--- src/rtl/core/srs_pkg.sv ---
// ----------------------------------------------------------------------------
// srs_pkg
// Types and constants shared by the stripe request splitter.
// ----------------------------------------------------------------------------
package srs_pkg;

  localparam int ADDR_W = 48;
  localparam int LEN_W  = 25;
  localparam int BS_W   = 21;
  localparam int NV_W   = 4;

  localparam logic [1:0] KIND_SEEK  = 2'd0;
  localparam logic [1:0] KIND_CHUNK = 2'd1;
  localparam logic [1:0] KIND_ERR   = 2'd2;

  localparam logic [1:0] OP_NONE = 2'd2;

  localparam logic [BS_W-1:0] DEF_BLOCK = 21'd8192;
  localparam logic [BS_W-1:0] MAX_BLOCK = 21'd1048576;

  localparam logic CFG_NUM_VOLUMES = 1'b0;
  localparam logic CFG_BLOCK_SIZE  = 1'b1;

  typedef struct packed {
    logic              opcode;
    logic [ADDR_W-1:0] start_byte;
    logic [LEN_W-1:0]  req_length;
  } req_t;

  typedef struct packed {
    logic [1:0]        kind;
    logic [2:0]        volume;
    logic [ADDR_W-1:0] vol_offset;
    logic [BS_W-1:0]   chunk_length;
    logic [LEN_W-1:0]  buf_offset;
    logic              op_echo;
    logic              is_last;
  } res_t;

  typedef struct packed {
    logic [ADDR_W-1:0] a;
    logic [ADDR_W-1:0] b;
    logic              sub;
  } alu_req_t;

  typedef struct packed {
    logic [ADDR_W-1:0] sum;
    logic              carry;
  } alu_res_t;

endpackage

--- src/rtl/core/srs_stream_if.sv ---
// ----------------------------------------------------------------------------
// srs_stream_if
// Valid/ready channel carrying one payload per transfer.
// ----------------------------------------------------------------------------
interface srs_stream_if #(
  parameter type T = logic
);
  logic valid;
  logic ready;
  T     data;

  modport source (output valid, output data, input ready);
  modport sink   (input valid, input data, output ready);
endinterface

--- src/rtl/core/srs_alu.sv ---
// ----------------------------------------------------------------------------
// srs_alu
// Shared 48-bit adder/subtractor with carry out (when subtracting, carry set means a >= b).
// ----------------------------------------------------------------------------
module srs_alu (
  input  srs_pkg::alu_req_t req_i,
  output srs_pkg::alu_res_t res_o
);
  logic [srs_pkg::ADDR_W-1:0] b_op;
  logic [srs_pkg::ADDR_W:0]   total;

  assign b_op  = req_i.sub ? ~req_i.b : req_i.b;
  assign total = {1'b0, req_i.a} + {1'b0, b_op} + {{srs_pkg::ADDR_W{1'b0}}, req_i.sub};

  assign res_o.sum   = total[srs_pkg::ADDR_W-1:0];
  assign res_o.carry = total[srs_pkg::ADDR_W];
endmodule

--- src/rtl/core/srs_core.sv ---
// ----------------------------------------------------------------------------
// srs_core
// Sequencer around the shared adder: divide, search volume, multiply, add, count, then emit.
// ----------------------------------------------------------------------------
module srs_core #(
  parameter int MAX_VOLUMES = 8,
  parameter int MAX_CHUNKS  = 56,
  parameter int ADDR_BITS   = 48,
  localparam int NVW = $clog2(MAX_VOLUMES + 1)
) (
  input  logic                     clk_i,
  input  logic                     rst_ni,
  input  logic [NVW-1:0]           n_i,
  input  logic [srs_pkg::BS_W-1:0] bs_i,
  srs_stream_if.sink               req_i,
  srs_stream_if.source             res_o
);
  localparam int AW  = (ADDR_BITS < srs_pkg::ADDR_W) ? ADDR_BITS : srs_pkg::ADDR_W;
  localparam int SW  = 20 + NVW;
  localparam int CW  = $clog2(MAX_CHUNKS + 2);
  localparam int STW = $clog2(srs_pkg::ADDR_W);
  localparam int DW  = srs_pkg::ADDR_W;
  localparam int LW  = srs_pkg::LEN_W;
  localparam int BW  = srs_pkg::BS_W;
  localparam logic [DW-1:0] AMASK = {{(DW-AW){1'b0}}, {AW{1'b1}}};

  localparam logic [3:0] S_IDLE  = 4'd0;
  localparam logic [3:0] S_DIV   = 4'd1;
  localparam logic [3:0] S_FVOL  = 4'd2;
  localparam logic [3:0] S_MUL   = 4'd3;
  localparam logic [3:0] S_RBW   = 4'd4;
  localparam logic [3:0] S_RBB   = 4'd5;
  localparam logic [3:0] S_NXT   = 4'd6;
  localparam logic [3:0] S_CNT   = 4'd7;
  localparam logic [3:0] S_SEEK  = 4'd8;
  localparam logic [3:0] S_CHUNK = 4'd9;
  localparam logic [3:0] S_ERR   = 4'd10;

  logic [3:0]     state_q, state_d;
  logic           out_v_q;
  logic [AW-1:0]  expn_q;
  logic [1:0]     last_op_q;
  srs_pkg::res_t  res_q, res_n;

  logic [DW-1:0]  first_q, quo_q, acc_q, rbw_q, rnext_q;
  logic [AW-1:0]  nexp_q;
  logic [LW-1:0]  len_q, r_q, left_q, done_q;
  logic           op_q, first_chunk_q;
  logic [NVW-1:0] n_q, fvol_q, sidx_q, vol_q;
  logic [BW-1:0]  bs_q, mplr_q;
  logic [SW-1:0]  span_q, rem_q;
  logic [CW-1:0]  cnt_q, cnt_inc;
  logic [STW-1:0] step_q;

  srs_pkg::alu_req_t alu_req;
  srs_pkg::alu_res_t alu_res;

  logic           accept, load_en, ge, seek_need, last_seek, vol_wrap;
  logic [SW:0]    div_t;
  logic [BW-1:0]  firstlen, cap, clen;
  logic [LW-1:0]  left_n;
  logic [NVW+2:0] sidx_x, vol_x;

  srs_alu u_alu (.req_i(alu_req), .res_o(alu_res));

  assign accept    = req_i.valid && req_i.ready;
  assign req_i.ready = (state_q == S_IDLE);
  assign res_o.valid = out_v_q;
  assign res_o.data  = res_q;
  assign load_en   = ((state_q == S_SEEK) || (state_q == S_CHUNK) || (state_q == S_ERR))
                     && (!out_v_q || res_o.ready);

  assign ge        = alu_res.carry;
  assign div_t     = {rem_q, quo_q[DW-1]};
  assign firstlen  = bs_q - rem_q[BW-1:0];
  assign cnt_inc   = cnt_q + 1'b1;
  assign seek_need = (expn_q != first_q[AW-1:0]) || (last_op_q != {1'b0, op_q});
  assign last_seek = (sidx_q == n_q - 1'b1);
  assign vol_wrap  = (vol_q == n_q - 1'b1);
  assign cap       = first_chunk_q ? firstlen : bs_q;
  assign clen      = ({{(LW-BW){1'b0}}, cap} < left_q) ? cap : left_q[BW-1:0];
  assign left_n    = left_q - {{(LW-BW){1'b0}}, clen};
  assign sidx_x    = {3'b000, sidx_q};
  assign vol_x     = {3'b000, vol_q};

  always_comb begin
    alu_req = '0;
    case (state_q)
      S_DIV: begin
        alu_req.a   = DW'(div_t);
        alu_req.b   = DW'(span_q);
        alu_req.sub = 1'b1;
      end
      S_FVOL: begin
        alu_req.a   = DW'(rem_q);
        alu_req.b   = DW'(bs_q);
        alu_req.sub = 1'b1;
      end
      S_MUL: begin
        alu_req.a = acc_q;
        alu_req.b = quo_q;
      end
      S_RBW: begin
        alu_req.a = acc_q;
        alu_req.b = DW'(rem_q);
      end
      S_RBB: begin
        alu_req.a = acc_q;
        alu_req.b = DW'(bs_q);
      end
      S_NXT: begin
        alu_req.a = first_q;
        alu_req.b = DW'(len_q);
      end
      S_CNT: begin
        alu_req.a   = DW'(r_q);
        alu_req.b   = DW'(bs_q);
        alu_req.sub = 1'b1;
      end
      S_CHUNK: begin
        alu_req.a = rnext_q;
        alu_req.b = DW'(bs_q);
      end
      default: alu_req = '0;
    endcase
  end

  always_comb begin
    res_n         = '0;
    res_n.op_echo = op_q;
    case (state_q)
      S_SEEK: begin
        res_n.kind   = srs_pkg::KIND_SEEK;
        res_n.volume = sidx_x[2:0];
        if (sidx_q < fvol_q) begin
          res_n.vol_offset = rnext_q;
        end else if (sidx_q == fvol_q) begin
          res_n.vol_offset = rbw_q;
        end else begin
          res_n.vol_offset = acc_q;
        end
        res_n.is_last = last_seek && (len_q == '0);
      end
      S_CHUNK: begin
        res_n.kind         = srs_pkg::KIND_CHUNK;
        res_n.volume       = vol_x[2:0];
        res_n.vol_offset   = first_chunk_q ? rbw_q : acc_q;
        res_n.chunk_length = clen;
        res_n.buf_offset   = done_q;
        res_n.is_last      = (left_n == '0);
      end
      S_ERR: begin
        res_n.kind    = srs_pkg::KIND_ERR;
        res_n.is_last = 1'b1;
      end
      default: res_n = '0;
    endcase
  end

  always_comb begin
    state_d = state_q;
    case (state_q)
      S_IDLE:  if (accept) state_d = S_DIV;
      S_DIV:   if (step_q == STW'(DW - 1)) state_d = S_FVOL;
      S_FVOL:  if (!ge) state_d = S_MUL;
      S_MUL:   if (step_q == STW'(BW - 1)) state_d = S_RBW;
      S_RBW:   state_d = S_RBB;
      S_RBB:   state_d = S_NXT;
      S_NXT:   state_d = S_CNT;
      S_CNT: begin
        if (r_q != '0) begin
          if (cnt_inc > CW'(MAX_CHUNKS)) state_d = S_ERR;
        end else if (seek_need) begin
          state_d = S_SEEK;
        end else if (len_q != '0) begin
          state_d = S_CHUNK;
        end else begin
          state_d = S_IDLE;
        end
      end
      S_SEEK: begin
        if (load_en && last_seek) state_d = (len_q != '0) ? S_CHUNK : S_IDLE;
      end
      S_CHUNK: if (load_en && (left_n == '0)) state_d = S_IDLE;
      S_ERR:   if (load_en) state_d = S_IDLE;
      default: state_d = S_IDLE;
    endcase
  end

  always_ff @(posedge clk_i or negedge rst_ni) begin
    if (!rst_ni) begin
      state_q   <= S_IDLE;
      out_v_q   <= 1'b0;
      expn_q    <= '0;
      last_op_q <= srs_pkg::OP_NONE;
    end else begin
      state_q <= state_d;
      if (load_en) begin
        out_v_q <= 1'b1;
      end else if (res_o.ready) begin
        out_v_q <= 1'b0;
      end
      if ((state_q == S_CNT) && (r_q == '0)) begin
        expn_q <= nexp_q;
        if (seek_need && (len_q != '0)) last_op_q <= {1'b0, op_q};
      end
    end
  end

  always_ff @(posedge clk_i) begin
    if (load_en) res_q <= res_n;
    case (state_q)
      S_IDLE: begin
        if (accept) begin
          first_q <= req_i.data.start_byte & AMASK;
          quo_q   <= req_i.data.start_byte & AMASK;
          len_q   <= req_i.data.req_length;
          op_q    <= req_i.data.opcode;
          n_q     <= n_i;
          bs_q    <= bs_i;
          span_q  <= SW'(n_i * bs_i);
          rem_q   <= '0;
          fvol_q  <= '0;
          step_q  <= '0;
        end
      end
      S_DIV: begin
        rem_q  <= ge ? alu_res.sum[SW-1:0] : div_t[SW-1:0];
        quo_q  <= {quo_q[DW-2:0], ge};
        if (step_q == STW'(DW - 1)) begin
          step_q <= '0;
          acc_q  <= '0;
          mplr_q <= bs_q;
        end else begin
          step_q <= step_q + 1'b1;
        end
      end
      S_FVOL: begin
        if (ge) begin
          rem_q  <= alu_res.sum[SW-1:0];
          fvol_q <= fvol_q + 1'b1;
        end
      end
      S_MUL: begin
        if (mplr_q[0]) acc_q <= alu_res.sum;
        quo_q  <= {quo_q[DW-2:0], 1'b0};
        mplr_q <= mplr_q >> 1;
        step_q <= step_q + 1'b1;
      end
      S_RBW: rbw_q <= alu_res.sum;
      S_RBB: rnext_q <= alu_res.sum;
      S_NXT: begin
        nexp_q <= alu_res.sum[AW-1:0];
        if (len_q == '0) begin
          cnt_q <= '0;
          r_q   <= '0;
        end else if (len_q <= {{(LW-BW){1'b0}}, firstlen}) begin
          cnt_q <= CW'(1);
          r_q   <= '0;
        end else begin
          cnt_q <= CW'(1);
          r_q   <= len_q - {{(LW-BW){1'b0}}, firstlen};
        end
      end
      S_CNT: begin
        if (r_q != '0) begin
          cnt_q <= cnt_inc;
          r_q   <= (ge && (alu_res.sum != '0)) ? alu_res.sum[LW-1:0] : '0;
        end else begin
          sidx_q        <= '0;
          vol_q         <= fvol_q;
          left_q        <= len_q;
          done_q        <= '0;
          first_chunk_q <= 1'b1;
        end
      end
      S_SEEK: if (load_en) sidx_q <= sidx_q + 1'b1;
      S_CHUNK: begin
        if (load_en) begin
          left_q        <= left_n;
          done_q        <= done_q + {{(LW-BW){1'b0}}, clen};
          first_chunk_q <= 1'b0;
          if (vol_wrap) begin
            vol_q   <= '0;
            acc_q   <= rnext_q;
            rnext_q <= alu_res.sum;
          end else begin
            vol_q <= vol_q + 1'b1;
          end
        end
      end
      default: ;
    endcase
  end

  a_err_last: assert property (@(posedge clk_i) disable iff (!rst_ni)
    (out_v_q && (res_q.kind == srs_pkg::KIND_ERR)) |-> res_q.is_last)
    else $error("error result without last mark");

  a_chunk_len: assert property (@(posedge clk_i) disable iff (!rst_ni)
    (out_v_q && (res_q.kind == srs_pkg::KIND_CHUNK)) |-> (res_q.chunk_length != '0))
    else $error("empty chunk emitted");

  a_seek_idx: assert property (@(posedge clk_i) disable iff (!rst_ni)
    (state_q == S_SEEK) |-> (sidx_q < n_q))
    else $error("seek index beyond volume count");

  a_start: assert property (@(posedge clk_i) disable iff (!rst_ni)
    accept |=> (state_q == S_DIV))
    else $error("accepted request did not start division");
endmodule

--- src/rtl/core/stripe_request_splitter_top.sv ---
// ----------------------------------------------------------------------------
// stripe_request_splitter_top
// Splits striped-file requests into per-volume seeks and transfer chunks.
//
//  port     dir  payload
//  req_i    in   opcode, start_byte, req_length
//  res_o    out  kind, volume, vol_offset, chunk_length, buf_offset,
//                op_echo, is_last
//  cfg_*    in   write enable, register index, data
//
// One request runs a restoring division, a volume search, a shift-add
// multiply, 3 adds and a chunk count, all on the one shared adder; then
// one result per cycle while the output register is free.
// Reset: one volume, 8 KiB block, no previous operation.
// A stalled result holds in the output register; the next request is
// taken meanwhile and waits for that register before emitting.
// ----------------------------------------------------------------------------
module stripe_request_splitter_top #(
  parameter int MAX_VOLUMES = 8,
  parameter int MAX_CHUNKS  = 56,
  parameter int ADDR_BITS   = 48
) (
  input  logic                     clk_i,
  input  logic                     rst_ni,
  input  logic                     cfg_we_i,
  input  logic                     cfg_idx_i,
  input  logic [srs_pkg::BS_W-1:0] cfg_data_i,
  srs_stream_if.sink               req_i,
  srs_stream_if.source             res_o
);
  localparam int NVW = $clog2(MAX_VOLUMES + 1);

  logic [srs_pkg::NV_W-1:0] nv_q;
  logic [srs_pkg::BS_W-1:0] bs_q, bs_eff;
  logic [NVW-1:0]           n_eff;

  always_ff @(posedge clk_i or negedge rst_ni) begin
    if (!rst_ni) begin
      nv_q <= 4'd1;
      bs_q <= srs_pkg::DEF_BLOCK;
    end else if (cfg_we_i) begin
      case (cfg_idx_i)
        srs_pkg::CFG_NUM_VOLUMES: nv_q <= cfg_data_i[srs_pkg::NV_W-1:0];
        srs_pkg::CFG_BLOCK_SIZE:  bs_q <= cfg_data_i;
        default: ;
      endcase
    end
  end

  always_comb begin
    if (nv_q == '0) begin
      n_eff = NVW'(1);
    end else if (32'(nv_q) > MAX_VOLUMES) begin
      n_eff = NVW'(MAX_VOLUMES);
    end else begin
      n_eff = NVW'(nv_q);
    end
    if (bs_q == '0) begin
      bs_eff = srs_pkg::DEF_BLOCK;
    end else if (bs_q > srs_pkg::MAX_BLOCK) begin
      bs_eff = srs_pkg::MAX_BLOCK;
    end else begin
      bs_eff = bs_q;
    end
  end

  srs_core #(
    .MAX_VOLUMES(MAX_VOLUMES),
    .MAX_CHUNKS (MAX_CHUNKS),
    .ADDR_BITS  (ADDR_BITS)
  ) u_core (
    .clk_i (clk_i),
    .rst_ni(rst_ni),
    .n_i   (n_eff),
    .bs_i  (bs_eff),
    .req_i (req_i),
    .res_o (res_o)
  );
endmodule

--- src/flat_wrapper.sv ---
// flat-port wrapper written by rule: the top's interface ports become plain ports
module stripe_request_splitter_top_flat 
#(
  parameter int MAX_VOLUMES = 8,
  parameter int MAX_CHUNKS  = 56,
  parameter int ADDR_BITS   = 48
)
  (clk_i, rst_ni, cfg_we_i, cfg_idx_i, cfg_data_i, req_i_valid, req_i_data, req_i_ready, res_o_valid, res_o_data, res_o_ready);
  srs_stream_if #(.T(srs_pkg::req_t)) req_i_i ();
  srs_stream_if #(.T(srs_pkg::res_t)) res_o_i ();
  input  logic clk_i;
  input  logic rst_ni;
  input  logic cfg_we_i;
  input  logic cfg_idx_i;
  input  logic [srs_pkg::BS_W-1:0] cfg_data_i;
  input wire logic [$bits(req_i_i.valid)-1:0] req_i_valid;
  input wire logic [$bits(req_i_i.data)-1:0] req_i_data;
  output wire logic [$bits(req_i_i.ready)-1:0] req_i_ready;
  output wire logic [$bits(res_o_i.valid)-1:0] res_o_valid;
  output wire logic [$bits(res_o_i.data)-1:0] res_o_data;
  input wire logic [$bits(res_o_i.ready)-1:0] res_o_ready;
  assign req_i_i.valid = req_i_valid;
  assign req_i_i.data = req_i_data;
  assign req_i_ready = req_i_i.ready;
  assign res_o_valid = res_o_i.valid;
  assign res_o_data = res_o_i.data;
  assign res_o_i.ready = res_o_ready;
  stripe_request_splitter_top #(.MAX_VOLUMES(MAX_VOLUMES), .MAX_CHUNKS(MAX_CHUNKS), .ADDR_BITS(ADDR_BITS)) u_core (.clk_i(clk_i), .rst_ni(rst_ni), .cfg_we_i(cfg_we_i), .cfg_idx_i(cfg_idx_i), .cfg_data_i(cfg_data_i), .req_i(req_i_i), .res_o(res_o_i));
endmodule
--- config.mk ---
export PLATFORM = sky130hd
export DESIGN_NAME = stripe_request_splitter_top_flat
export DESIGN_NICKNAME = d
export VERILOG_FILES = /design/src/rtl/core/srs_pkg.sv /design/src/rtl/core/srs_stream_if.sv /design/src/rtl/core/srs_alu.sv /design/src/rtl/core/srs_core.sv /design/src/rtl/core/stripe_request_splitter_top.sv /design/src/flat_wrapper.sv
export SDC_FILE = /design/constraint.sdc
export NUM_CORES = 2
export LEC_CHECK = 0
export ABC_AREA = 1
export BUFFER_PORTS_ARGS = -buffer_cell sky130_fd_sc_hd__buf_2
export CORE_MARGIN = 2
export CORE_UTILIZATION = 60
export DETAILED_ROUTE_END_ITERATION = 16
export PLACE_DENSITY_LB_ADDON = 0.05
export SYNTH_ARGS = -nofsm -noshare
export SYNTH_HDL_FRONTEND = slang
export SYNTH_HIERARCHICAL = 1
export SYNTH_SLANG_ARGS = --single-unit
--- constraint.sdc ---
create_clock -name clk_i -period 8.95 [get_ports clk_i]
set_input_delay 1.3425 -clock clk_i [delete_from_list [all_inputs] [get_ports clk_i]]
set_output_delay 1.3425 -clock clk_i [all_outputs]
set_load 0.01 [all_outputs]
==> run metrics <==
wire per inst ~25 um; Overall Global Routing Usage about 42%; Post-CTS Setup Bufs 0; first-pass GRT wire length 230000 um; crit end category flop; clock-pin transition on the worst setup and hold timing paths 60 ps; Die Y 273 um; worst IR drop on VDD 226 uV; routing usage on met1 just under 60%; initial antenna violation count 7; gpl congestion approximately 1.1; maxcap violations 0; multi-input combinational cell area a little under 0.02 mm2; synth warn 6; Seq/Total Area, Yosys a little under half; Post-Syn Nets around 5500; Max stage delay on crit path 490 ps; worst hold-check path type flop to flop; most used cell, CP nand2_1; IO Pins roughly 200; Synth top area share a little over two fifths; fin crit period 6980 ps; Worst Path Required 9480 ps; crit path max fanout between 40 and 50; reg2reg setup slack 1970 ps; Fin. Hold Viols 0; status completed; Synth top cells by count nand2_1, inv_1, edfxtp_1; slowest CP cell edfxtp_1; die area around 0.074 mm2; total number of vias 39573; WS Path Type flop to flop; Synth async-reset ratio a little under an eighth; largest net degree at the start of global routing between 90 and 100; nets@finish roughly 5700; Die W around 270 um; Area after DPL ~0.045 mm2; core area just over 0.07 mm2; fin util around two thirds; area leader, netlist edfxtp_1; number of global-route vias before repair between 30000 and 40000; num rows roughly 100; post-DP HPWL 121000 um; Final Cell Area 0.0482 mm2; maximum clock path buffer count 3; CTS tree yes; first-pass iteration count of the detailed router 13; layout overhead on the synthesized area 11.2%; fin crit share slightly below 80%; FF/Latch Area roughly 0.02 mm2; Slew HR 11.4%; Via density around 6.2; Max Slew Vio Count 0; setup_tns 0 ps; WL final 160000 um; GRT met2 Usage 58.4%; Cells after DPL 6243; Final ANT Viol Nets 0; # hold bufs at CTS 0; Cell Count, Final, Fillers Out approximately 6400; initial drt markers approximately 5900; Synth Register Bits a little under 700; fmax between 100 and 150 MHz; worst skew pair latency 660 ps; H-Tree Depth 3; synth top area cells edfxtp_1, nand2_1, inv_1; gr busiest metal met1; netlist area before placement between 0.04 and 0.05 mm2; Fill cells 5832; syn avg cell area ~8.3 um2; LEAKAGE approximately 22 nW; Starting Density roughly three fifths; library cells used by synthesis 72; Post-synth top flop edfxtp_1; Overflow after GRT 0; Layout Skew approximately 21 ps; DR DRC count 0; layout cell share with drive strength beyond 1 between 10 and 15%; EDFF count, synth 609; Cell Pwr Density approximately 150 mW/mm2; slew of the pin with the lowest slew margin 1320 ps; # resized after CTS 0; crit path launch type flop; IO Port Bufs around 200; Worst EP arrival roughly 7500 ps; CTS sink cnt a little under 700; total CTS buffers 75; # setup viols final 0; met3 usage between 10% and 20%; synthesized instance count between 5000 and 6000; unrepaired setup endpoints after global routing no; most frequent cell after synthesis nand2_1; clk root buf clkbuf_16
kinds of logic after synthesis:
kind of cell             synth area share [%]
adder cells (fa/ha/maj)                  6.69
AO/OA/AOI/OAI                            12.7
flip-flops                               46.8
multiplexers                            0.416
XOR/XNOR                                 3.23
buffers and inverters                    8.65
AND/OR/NAND/NOR                          21.5
worst max-delay path, delay by kind of cell (launching register included):
| family | cells | cell delay, ps |
|---|---|---|
| xor+xnor | 1 | 200 |
| buf+inv | 5 | 630 |
| compound gates | 3 | 440 |
| flops | 1 | 490 |
| simple gates | 39 | 3770 |
| fa+ha+maj | 4 | 1310 |
metal layers:
layer	up-vias	share of wire, %	routed length [um]
met5	-	0.076	122
met3	431	17	26600
li1	17618	-	-
met4	14	3.9	6230
met2	2832	40	63700
met1	18678	39	63000
where the power goes:
| group | leakage (nW) | total (W) | internal [W] | switching, W |
|---|---|---|---|---|
| sequential | 6.71 | 0.00351 | 0.00349 | 0.0000181 |
| clock | 1.30 | 0.00343 | 0.00201 | 0.00142 |
| combinational | 14.1 | 0.000327 | 0.000127 | 0.000200 |
stage by stage:
stage               power, W  setup slack, ps  hold WS, ps
finish               0.00727             1970          439
global route         0.00743             1230          454
CTS                  0.00728             2090          436
detailed placement   0.00390             2110          425
global placement     0.00388             2230          420
floorplan            0.00380             1400          418
worst paths after layout:
path,from,endpoint,cells past startpoint
max reg2reg,u_core/u_core/rem_q[0],u_core/u_core/state_q[3],52
max in group asynchronous,rst_ni,u_core/bs_q[5],2
min reg2reg,u_core/u_core/nexp_q[20],u_core/u_core/expn_q[20],2
max,u_core/u_core/rem_q[0],u_core/u_core/state_q[3],52
min,u_core/u_core/nexp_q[20],u_core/u_core/expn_q[20],2
min in group asynchronous,rst_ni,u_core/u_core/expn_q[25],1
cell type report:
type | count | area share [%]
flip-flops and latches | 689 | 42.1
multi-input cells | 3523 | 40.3
inverters | 813 | 6.35
clock buffers | 80 | 3.93
repair buffers | 268 | 3.18
well taps | 950 | 2.47
clock inverters | 58 | 1.70
diodes | 2 | 0.0104
flip-flops by register name, summed over array words and instances (netlist names), 24 cells and up:
signal,count
u_core/u_core/done_q,25
u_core/u_core/expn_q,48
u_core/u_core/rem_q,24
u_core/u_core/acc_q,48
u_core/u_core/rnext_q,48
u_core/u_core/res_o.data,101
u_core/u_core/span_q,24
u_core/u_core/left_q,25
u_core/u_core/rbw_q,48
u_core/u_core/first_q,48
u_core/u_core/len_q,25
u_core/u_core/quo_q,48
u_core/u_core/r_q,25
u_core/u_core/nexp_q,48
placed cells by master, fill, tap and decap left out, types with 64 or more instances in the layout:
master        n
nand2_1    1448
inv_1       786
edfxtp_1    609
nor2_1      353
o21ai_0     341
a21oi_1     206
buf_2       202
nand3_1     180
ha_1        166
xor2_1      122
o22ai_1     119
dfrtp_1      77
clkbuf_16    75
buf_4        64
Power figures use the tool's default switching activity.
